File: src/design/assert_macros.svh
// Assertion helpers shared by the design files.
`ifndef ASSERT_MACROS_SVH
`define ASSERT_MACROS_SVH

// Check that a holds implies b holds on the same clock edge.
`define ASSERT_IMPLY(label, clk, rst_n, a, b) \
  label: assert property (@(posedge clk) disable iff (!(rst_n)) (a) |-> (b)) \
    else $error("assertion failed: a implies b");

// Check that a holds implies b holds on the next clock edge.
`define ASSERT_IMPLY_NEXT(label, clk, rst_n, a, b) \
  label: assert property (@(posedge clk) disable iff (!(rst_n)) (a) |=> (b)) \
    else $error("assertion failed: a implies b next cycle");

`endif

File: src/design/i2cbe_pkg.sv
package i2cbe_pkg;

  localparam int unsigned BYTE_BITS = 8;
  localparam int unsigned BIT_IDX_W = $clog2(BYTE_BITS);

  typedef enum logic [2:0] {
    CMD_NONE      = 3'd0,
    CMD_START     = 3'd1,
    CMD_WRITE     = 3'd2,
    CMD_READ_ACK  = 3'd3,
    CMD_READ_BYTE = 3'd4,
    CMD_SEND_ACK  = 3'd5,
    CMD_STOP      = 3'd6
  } cmd_e;

  typedef enum logic [1:0] {
    PH_0 = 2'd0,
    PH_1 = 2'd1,
    PH_2 = 2'd2,
    PH_3 = 2'd3
  } phase_e;

  typedef struct packed {
    logic [2:0]           cmd;
    logic [BYTE_BITS-1:0] tx_byte;
    logic                 ack_out;
    logic                 sda_in;
  } in_t;

  typedef struct packed {
    logic                 scl_level;
    logic                 sda_level;
    logic                 busy_res;
    logic                 done_res;
    logic [BYTE_BITS-1:0] rx_byte;
    logic                 ack_in;
    logic                 cmd_ignored;
  } out_t;

endpackage

File: src/design/i2c_master_bit_engine_unit.sv
// I2C master bit engine: one input word per bus tick, one result word per tick.
//
// Input channel (in_valid_i / in_stall_o / in_word_i): each word carries the
// command, the byte to send, the ack level to drive and the sampled SDA level.
// A command is taken only while the engine is idle; a nonzero command that
// arrives while busy is dropped and flagged in the result word.
// Output channel (out_valid_o / out_stall_i / out_word_o): each word gives the
// SCL and SDA levels after the tick, busy, done, the last received byte and ack.
//
// The path from the input register to the result register holds the whole
// per-tick step; a word is processed as it moves along it, and its result is
// presented from then on. One word per cycle is sustained while not stalled.
// When the receiver stalls, the result register holds, the input register
// fills, and in_stall_o rises until the result is taken; no word is lost.
// Reset clears both valid flags and puts the engine idle with SCL and SDA
// released, ack level 1 and received byte 0.
`include "assert_macros.svh"

module i2c_master_bit_engine_unit (
  input  logic            clk_i,
  input  logic            rst_ni,
  input  logic            in_valid_i,
  output logic            in_stall_o,
  input  i2cbe_pkg::in_t  in_word_i,
  output logic            out_valid_o,
  input  logic            out_stall_i,
  output i2cbe_pkg::out_t out_word_o
);

  logic            in_valid_q;
  i2cbe_pkg::in_t  in_q;
  logic            out_valid_q;
  i2cbe_pkg::out_t out_q;
  i2cbe_pkg::out_t res;
  logic            advance;
  logic            out_free;

  // Result register can take a new word when empty or being drained.
  assign out_free   = !out_valid_q || !out_stall_i;
  assign advance    = in_valid_q && out_free;
  // Stall the input only while a word waits and cannot move on.
  assign in_stall_o = in_valid_q && !out_free;

  i2cbe_core u_core (
    .clk_i  (clk_i),
    .rst_ni (rst_ni),
    .step_i (advance),
    .in_i   (in_q),
    .res_o  (res)
  );

  always_ff @(posedge clk_i or negedge rst_ni) begin
    if (!rst_ni) begin
      in_valid_q  <= 1'b0;
      out_valid_q <= 1'b0;
    end else begin
      if (!in_stall_o) begin
        in_valid_q <= in_valid_i;
      end
      if (out_free) begin
        out_valid_q <= advance;
      end
    end
  end

  // Payload registers: load on accept, hold otherwise.
  always_ff @(posedge clk_i) begin
    if (in_valid_i && !in_stall_o) begin
      in_q <= in_word_i;
    end
    if (advance) begin
      out_q <= res;
    end
  end

  assign out_valid_o = out_valid_q;
  assign out_word_o  = out_q;

  `ASSERT_IMPLY_NEXT(a_advance_fills_out, clk_i, rst_ni, advance, out_valid_q)
  `ASSERT_IMPLY(a_done_idle, clk_i, rst_ni, out_valid_q && out_q.done_res,
    !out_q.busy_res)
  `ASSERT_IMPLY_NEXT(a_out_hold, clk_i, rst_ni, out_valid_q && out_stall_i, out_valid_q)

endmodule

File: src/design/i2cbe_core.sv
`include "assert_macros.svh"

module i2cbe_core (
  input  logic            clk_i,
  input  logic            rst_ni,
  input  logic            step_i,
  input  i2cbe_pkg::in_t  in_i,
  output i2cbe_pkg::out_t res_o
);

  localparam int unsigned BW = i2cbe_pkg::BYTE_BITS;
  localparam int unsigned IW = i2cbe_pkg::BIT_IDX_W;
  localparam logic [IW-1:0] LAST_IDX = IW'(BW - 1);

  i2cbe_pkg::cmd_e   active_q, active_d;
  i2cbe_pkg::phase_e sub_q, sub_d;
  logic [IW-1:0]     bit_q, bit_d;
  logic [BW-1:0]     shift_q, shift_d;
  logic              scl_q, scl_d;
  logic              sda_q, sda_d;
  logic              ack_q, ack_d;
  logic [BW-1:0]     rx_q, rx_d;
  logic              done, ignored, last_bit;
  logic              cmd_valid;

  assign cmd_valid = (in_i.cmd >= i2cbe_pkg::CMD_START) && (in_i.cmd <= i2cbe_pkg::CMD_STOP);

  always_comb begin
    active_d = active_q;
    sub_d    = sub_q;
    bit_d    = bit_q;
    shift_d  = shift_q;
    scl_d    = scl_q;
    sda_d    = sda_q;
    ack_d    = ack_q;
    rx_d     = rx_q;
    done     = 1'b0;
    ignored  = 1'b0;
    last_bit = (bit_q == LAST_IDX);

    // Take a new command only while idle.
    if (active_q == i2cbe_pkg::CMD_NONE) begin
      if (cmd_valid) begin
        active_d = i2cbe_pkg::cmd_e'(in_i.cmd);
        sub_d    = i2cbe_pkg::PH_0;
        bit_d    = '0;
        last_bit = 1'b0;
        if (in_i.cmd == i2cbe_pkg::CMD_WRITE) begin
          shift_d = in_i.tx_byte;
        end else if (in_i.cmd == i2cbe_pkg::CMD_READ_BYTE) begin
          shift_d = '0;
        end
      end
    end else if (in_i.cmd != i2cbe_pkg::CMD_NONE) begin
      ignored = 1'b1;
    end

    unique case (active_d)
      i2cbe_pkg::CMD_START: begin
        unique case (sub_d)
          i2cbe_pkg::PH_0: begin scl_d = 1'b1; sub_d = i2cbe_pkg::PH_1; end
          i2cbe_pkg::PH_1: begin sda_d = 1'b1; sub_d = i2cbe_pkg::PH_2; end
          i2cbe_pkg::PH_2: begin sda_d = 1'b0; sub_d = i2cbe_pkg::PH_3; end
          default: begin scl_d = 1'b0; done = 1'b1; end
        endcase
      end
      i2cbe_pkg::CMD_WRITE: begin
        unique case (sub_d)
          i2cbe_pkg::PH_0: begin
            sda_d = shift_d[LAST_IDX - bit_d];
            sub_d = i2cbe_pkg::PH_1;
          end
          i2cbe_pkg::PH_1: begin scl_d = 1'b1; sub_d = i2cbe_pkg::PH_2; end
          default: begin
            scl_d = 1'b0;
            if (last_bit) begin
              done = 1'b1;
            end else begin
              bit_d = bit_d + 1'b1;
              sub_d = i2cbe_pkg::PH_0;
            end
          end
        endcase
      end
      i2cbe_pkg::CMD_READ_ACK: begin
        unique case (sub_d)
          i2cbe_pkg::PH_0: begin sda_d = 1'b1; sub_d = i2cbe_pkg::PH_1; end
          i2cbe_pkg::PH_1: begin scl_d = 1'b1; sub_d = i2cbe_pkg::PH_2; end
          default: begin ack_d = in_i.sda_in; scl_d = 1'b0; done = 1'b1; end
        endcase
      end
      i2cbe_pkg::CMD_READ_BYTE: begin
        unique case (sub_d)
          i2cbe_pkg::PH_0: begin sda_d = 1'b1; sub_d = i2cbe_pkg::PH_1; end
          i2cbe_pkg::PH_1: begin scl_d = 1'b1; sub_d = i2cbe_pkg::PH_2; end
          default: begin
            shift_d = {shift_d[BW-2:0], in_i.sda_in};
            scl_d   = 1'b0;
            if (last_bit) begin
              rx_d = shift_d;
              done = 1'b1;
            end else begin
              bit_d = bit_d + 1'b1;
              sub_d = i2cbe_pkg::PH_1;
            end
          end
        endcase
      end
      i2cbe_pkg::CMD_SEND_ACK: begin
        unique case (sub_d)
          i2cbe_pkg::PH_0: begin sda_d = in_i.ack_out; sub_d = i2cbe_pkg::PH_1; end
          i2cbe_pkg::PH_1: begin scl_d = 1'b1; sub_d = i2cbe_pkg::PH_2; end
          default: begin scl_d = 1'b0; done = 1'b1; end
        endcase
      end
      i2cbe_pkg::CMD_STOP: begin
        unique case (sub_d)
          i2cbe_pkg::PH_0: begin sda_d = 1'b0; sub_d = i2cbe_pkg::PH_1; end
          i2cbe_pkg::PH_1: begin scl_d = 1'b1; sub_d = i2cbe_pkg::PH_2; end
          default: begin sda_d = 1'b1; done = 1'b1; end
        endcase
      end
      default: begin
        active_d = i2cbe_pkg::CMD_NONE;
      end
    endcase

    // Drop back to idle on the last pin change of a command.
    if (done) begin
      active_d = i2cbe_pkg::CMD_NONE;
      sub_d    = i2cbe_pkg::PH_0;
      bit_d    = '0;
    end
  end

  always_ff @(posedge clk_i or negedge rst_ni) begin
    if (!rst_ni) begin
      active_q <= i2cbe_pkg::CMD_NONE;
      sub_q    <= i2cbe_pkg::PH_0;
      bit_q    <= '0;
      shift_q  <= '0;
      scl_q    <= 1'b1;
      sda_q    <= 1'b1;
      ack_q    <= 1'b1;
      rx_q     <= '0;
    end else if (step_i) begin
      active_q <= active_d;
      sub_q    <= sub_d;
      bit_q    <= bit_d;
      shift_q  <= shift_d;
      scl_q    <= scl_d;
      sda_q    <= sda_d;
      ack_q    <= ack_d;
      rx_q     <= rx_d;
    end
  end

  assign res_o.scl_level   = scl_d;
  assign res_o.sda_level   = sda_d;
  assign res_o.busy_res    = (active_d != i2cbe_pkg::CMD_NONE);
  assign res_o.done_res    = done;
  assign res_o.rx_byte     = rx_d;
  assign res_o.ack_in      = ack_d;
  assign res_o.cmd_ignored = ignored;

  `ASSERT_IMPLY(a_idle_clean, clk_i, rst_ni, active_q == i2cbe_pkg::CMD_NONE,
    sub_q == i2cbe_pkg::PH_0 && bit_q == '0)
  `ASSERT_IMPLY(a_ph3_start_only, clk_i, rst_ni, sub_q == i2cbe_pkg::PH_3,
    active_q == i2cbe_pkg::CMD_START)
  `ASSERT_IMPLY(a_no_ignore_idle, clk_i, rst_ni,
    step_i && active_q == i2cbe_pkg::CMD_NONE, !ignored)
  `ASSERT_IMPLY(a_done_not_busy, clk_i, rst_ni, step_i && done,
    active_d == i2cbe_pkg::CMD_NONE)

endmodule
File: config.mk
export PLATFORM = sky130hd
export DESIGN_NAME = i2c_master_bit_engine_unit
export DESIGN_NICKNAME = d
export VERILOG_FILES = /design/src/design/i2cbe_pkg.sv /design/src/design/i2c_master_bit_engine_unit.sv /design/src/design/i2cbe_core.sv
export VERILOG_INCLUDE_DIRS = /design/src /design/src/design
export SDC_FILE = /design/constraint.sdc
export NUM_CORES = 1
export LEC_CHECK = 0
export BUFFER_PORTS_ARGS = -buffer_cell sky130_fd_sc_hd__clkbuf_2
export CORE_MARGIN = 4
export CORE_UTILIZATION = 25
export CTS_BUF_LIST = sky130_fd_sc_hd__clkbuf_16
export CTS_CLUSTER_SIZE = 16
export DETAILED_ROUTE_END_ITERATION = 7
export PLACE_DENSITY = 0.5
export SETUP_SLACK_MARGIN = 0.3
export SLEW_MARGIN = 25
export SYNTH_ARGS = -nofsm -noshare
export SYNTH_HDL_FRONTEND = slang
export SYNTH_SLANG_ARGS = --single-unit
File: constraint.sdc
create_clock -name clk_i -period 3.8 [get_ports clk_i]
set_input_delay 0.38 -clock clk_i [delete_from_list [all_inputs] [get_ports clk_i]]
set_output_delay 0.38 -clock clk_i [all_outputs]
set_load 0.05 [all_outputs]
# ---- Word level (Yosys, flattened, before mapping)
# Index checks and enable logic that the tools add are counted.
dict set report classes {
  addsub 2
  magnitude_cmp 3
  eq_ne 11
  n_mux 51
  n_reduce_logical 21
}
# operator count
set op_table {}
lappend op_table {{$mux 8} 9}
lappend op_table {{$mux 3} 10}
lappend op_table {{$eq 3x3->1 const B} 5}
lappend op_table {{$mux 1} 14}
lappend op_table {{$pmux 2 s2} 3}
lappend op_table {{$mux 2} 5}
lappend op_table {{$eq 3x2->1 const B} 3}
lappend op_table {{$pmux 1 s2} 4}
lappend op_table {{$pmux 2 s4} 1}
lappend op_table {{$reduce_or 2->1} 4}
lappend op_table {{$pmux 1 s3} 2}
lappend op_table {{$pmux 2 s3} 1}
lappend op_table {{$reduce_bool 3->1} 2}
lappend op_table {{$reduce_or 3->1} 2}
lappend op_table {{$reduce_or 6->1} 1}
lappend op_table {{$pmux 1 s5} 1}
lappend op_table {{$logic_and 1x1->1} 4}
lappend op_table {{$logic_not 1->1} 4}
lappend op_table {{$lt 3x4->1 const B} 1}
lappend op_table {{$reduce_or 4->1} 1}
lappend op_table {{$add 3x1->3 const B} 1}
lappend op_table {{$bmux 1 s3} 1}
lappend op_table {{$eq 3x1->1 const B} 1}
lappend op_table {{$ge 3x1->1 const B} 1}
lappend op_table {{other kinds (7)} 7}
dict set report word_totals {
  regBits 56
  input_bits 17
  output_inout_bits 16
  wordCells 109
}

# ---- Depth between registers and ports, before layout
dict set report logic_depth {
  ltp_word 10
  mapped_depth 13
  mapped_depth_nobuf 11
}

# ---- Hierarchy
# Synthesis repeated with hierarchy kept, for this count alone.
dict set report hier_totals {
  hier_cells 298
  hier_area_um2 3120.5
}
# mod instances cells_per_inst area_each_um2
set by_module_without_submodules {}
lappend by_module_without_submodules {i2cbe_core 1 263 2217.1}
lappend by_module_without_submodules {i2c_master_bit_engine_unit 1 35 903.4}

# ---- Least setup slack after synthesis
# Ideal clock, no wire load.
dict set report synth_timing {
  path_type {reg-to-reg}
  start {register in_q[12] (netlist name)}
  end {register out_q (netlist bit out_word_o[2]) (data pin)}
  setup_time_ps 260
  t_arrival_ps 2663
  required_ps 3540
  path_slack_ps 877
  stages_incl_launch_ff 12
  path_buffers 1
  path_cell_list {edfxtp_1 -> buf_6 -> or3_1 -> nand3_2 -> and2_1 -> inv_1 -> ha_1 -> nor2_1 -> inv_1 -> or2_1 -> nor2_1 -> mux2_2}
}
# item line_no
set synth_lines {}
lappend synth_lines {{from (decl)} i2c_master_bit_engine_unit.sv:31} ;# i2cbe_pkg::in_t in_q;
lappend synth_lines {{from (signal assigned)} i2c_master_bit_engine_unit.sv:69} ;# in_q <= in_word_i;
lappend synth_lines {{to (signal assigned)} i2c_master_bit_engine_unit.sv:72} ;# out_q <= res;
lappend synth_lines {{to (decl)} i2c_master_bit_engine_unit.sv:33} ;# i2cbe_pkg::out_t out_q;

==> results.toml <==
[sta]
finalCritPeriodShare_pct = 84.70
hold_violations = 0
setup_viol = 0
fin_skew_ns = 0.006062
max_freq_mhz = 310.7
setup_tns_ns = 0
worst_pin_slew_ns = 0.7654
rsz0062_at_grt = "no"
maxSlewHeadroom_pct = 48.97
slew_violations = 0
period_minus_slack_ns = 3.218

[die]
die-width_microns = 119.7
io_pins = 33
placementRows = 40
core_area_sq_um = 12110
dieHeight_microns = 119.7
die_area_sq_um = 14330
initial_core_util_pct = 25.76

[clock_network]
cts_made_buffers = 5
cts_buffer_depth = 2
cts_tree = "built"
clkSinkCount = 56
h-tree-depth = 2
clkTransAtPathRegs_ns = 0.07
cts_root_buffer = "clkbuf_16"
insertion_delay_ns = 0.29

[critical_path]
crit_fanout = 13
critical_path.cell_chain = "buf_4 -> nand3_1 -> nand3_2 -> nand2_1 -> inv_1 -> ha_1 -> nor2_1 -> a2111oi_2 -> o21ba_1 -> a2111oi_2 -> a211oi_1"
worstSetupEndpointType = "flop"
critPathTopFamily = "compound AO/OA/AOI/OAI gates"
slowest_delay_ns = 0.54
critPathBufInv = 2
worstSetupPathType = "flop to flop"
r2r_setup_slack_ns = 0.58
critPathLaunchType = "flop"
crit_required_ns = 3.82
worstPathArrival_ns = 3.24
crit_top_cell = "a2111oi_2"
critPathSlowestCell = "a2111oi_2"

[finish]
antenna_cells = 0
fin_nets = 351
syn2layout_area_growth_pct = 15.84
drive_gt1_share_pct = 24.24
fin_util_pct = 29.85

[power_and_ir_drop]
power_density_nw_per_um2 = 701.2
sequentialPowerShare_pct = 34.6
p_leak_nw = 1.462
p_switching_w = 0.001057
clock_power_share_pct = 18.5
irDropWorstVdd_uv = 218.5
power_w = 0.002535
switching_share_pct = 41.71
combinationalPowerShare_pct = 46.9
p_int_w = 0.001477

[routing]
vias = 2390
routed_wl_microns = 7592
wl_per_cell_microns = 15.24
vias_per_cell = 4.799
drc_errors = 0
first_pass_iters = 4
ant_nets = 0
drtIter0Drc = 205

[yosys]
synthTopCellsByArea = "edfxtp_1 (26%), dfrtp_1 (21%), a21oi_1 (3.8%)"
avgSynthCellArea_sq_um = 10.51
synth_edf_count = 27
synth_top_family_by_area = "compound AO/OA/AOI/OAI gates"
post_synth_mux_area_share_pct = 4.210
yosysTopAreaCell = "edfxtp_1"
yosys.area_share.simple_pct = 14.92
synth.cell_area_sq_um = 3120
syn_inst = 297
synth-compound-area-share_pct = 23.46
ys_warn_count = 0
ys_seq_elements = 56
synth.most_common_cell = "edfxtp_1"
postSynthNetCount = 319
ys.flop_type = "edfxtp_1"
synthArstFlopShare_pct = 51.79
synth_common_cells = "edfxtp_1 (27), dfrtp_1 (26), nor2_1 (25), a21oi_1 (24), nand2_1 (23)"
yosysSeqAreaShare_pct = 49.36
synth_top_cell_area_share_pct = 25.98
synth-xor-area-share_pct = 0.8019
ys_types = 66
synth_adder_area_share_pct = 2.005

[placed_design]
place.port_buffers = 32
dp_hpwl_microns = 5605
globalplace.congestion = 0.8592

[global_routing]
grt.total_usage_pct = 10.85
grt_max_degree = 30
grt_overflow = 0
grt_antenna_before_repair = 0
grt_pass1_vias = 2312
grt_pass1_wl_microns = 12560

[worst_hold_path]
worstHoldPathType = "input pin to async pin"

[run]
drv_cap = 0

[run_status]
outcome = "completed"
## logic make-up (layout without fill, tap and decap cells)
group,count (synthesis),in the layout
AOI/OAI and AO/OA,102,102
buffers and inverters,31,64
xor gates and xnor gates,2,2
adders and majority gates,5,5
DFF,56,56
and+or+nand+nor,90,90
muxes,11,11
## worst reg2reg max path, delay by kind of cell (launching register included)
| kind | cells | cell delay, ns |
|---|---|---|
| AO/OA/AOI/OAI | 4 | 1.25 |
| adder cells (fa/ha/maj) | 1 | 0.37 |
| buffers and inverters | 2 | 0.27 |
| flip-flops | 1 | 0.39 |
| AND/OR/NAND/NOR | 4 | 0.68 |
## state kept, by name, summed over array words and instances (netlist names)
name             cells
out_valid_o          1
u_core.scl_q         1
u_core.sub_q         2
u_core.rx_q          8
in_valid_q           1
u_core.ack_q         1
in_q                13
u_core.active_q      3
out_word_o          14
u_core.shift_q       8
u_core.bit_q         3
u_core.sda_q         1
## worst paths after layout
check,startpoint,to,depth (start not counted)
setup / recovery,in_q[10],out_word_o[12],11
hold / removal,rst_ni,u_core.rx_q[7],1
setup reg to reg,in_q[10],out_word_o[12],11
hold reg to reg,in_valid_q,out_valid_o,1
max in group asynchronous,rst_ni,u_core.active_q[1],1
min in group clk_i,in_word_i[5],in_q[5],1
## final cells by class
type                    count  area (sq um)
clock inverters             3         22.52
repair buffers             43         242.7
fillers                  1300          8497
well taps                 168         210.2
multi-input cells         210          1425
flip-flops and latches     56          1540
inverters                  13         48.80
clock buffers               5         125.1
## through the flow
step | cell area (sq um) | hold WS (ns) | setup WS (ns) | cells
global route | 3615 | 0.2139 | 0.3054 | 498
global placement | 3458 | 0.4821 | 0.6164 | 490
CTS | 3606 | 0.1818 | 0.4706 | 498
floorplan | 3120 | 0.08441 | 0.8772 | 297
finish | 3615 | 0.1490 | 0.5815 | 498
detailed placement | 3458 | 0.4834 | 0.5045 | 490
## power by group through the flow
stage | combinational (W) | clock [W] | sequential, W
after floorplan | 0.000811 | 0 | 0.000965
after global placement | 0.00117 | 0 | 0.000886
after detailed placement | 0.00119 | 0 | 0.000880
after CTS | 0.00119 | 0.000482 | 0.000870
after global routing | 0.00132 | 0.000507 | 0.000894
final | 0.00119 | 0.000468 | 0.000878
## layout by cell type, fill, tap and decap left out, types with 5 or more instances in the layout
master and count:
buf_4 11, nand2_1 23, nand3_1 7, inv_1 12, a31oi_1 5, and2_1 5
o21ai_1 5, mux2_2 9, nor2_1 24, a21oi_1 24, a221oi_1 5, o21ai_0 12
a22o_1 7, a22oi_1 5, ha_1 5, edfxtp_1 27, clkbuf_16 5, clkbuf_2 32
dfrtp_1 26
## what timing repair did
item                                   CTS  global route
setup endpoints to repair                0             9
hold buffers                             0             0
endpoints found under the hold margin    0             0
resized for setup                        0             2
buffers inserted                         0             0
## metal layers
metal | GRT usage, % | vias up | share of wire [%]
li1 | - | 1180 | -
met3 | 2.215 | 13 | 4.3
met5 | 0 | - | 0
met1 | 15.43 | 1144 | 49
met2 | 16.63 | 53 | 45
met4 | 3.293 | 0 | 1.6
No activity file was read; power rests on OpenSTA's default activity.
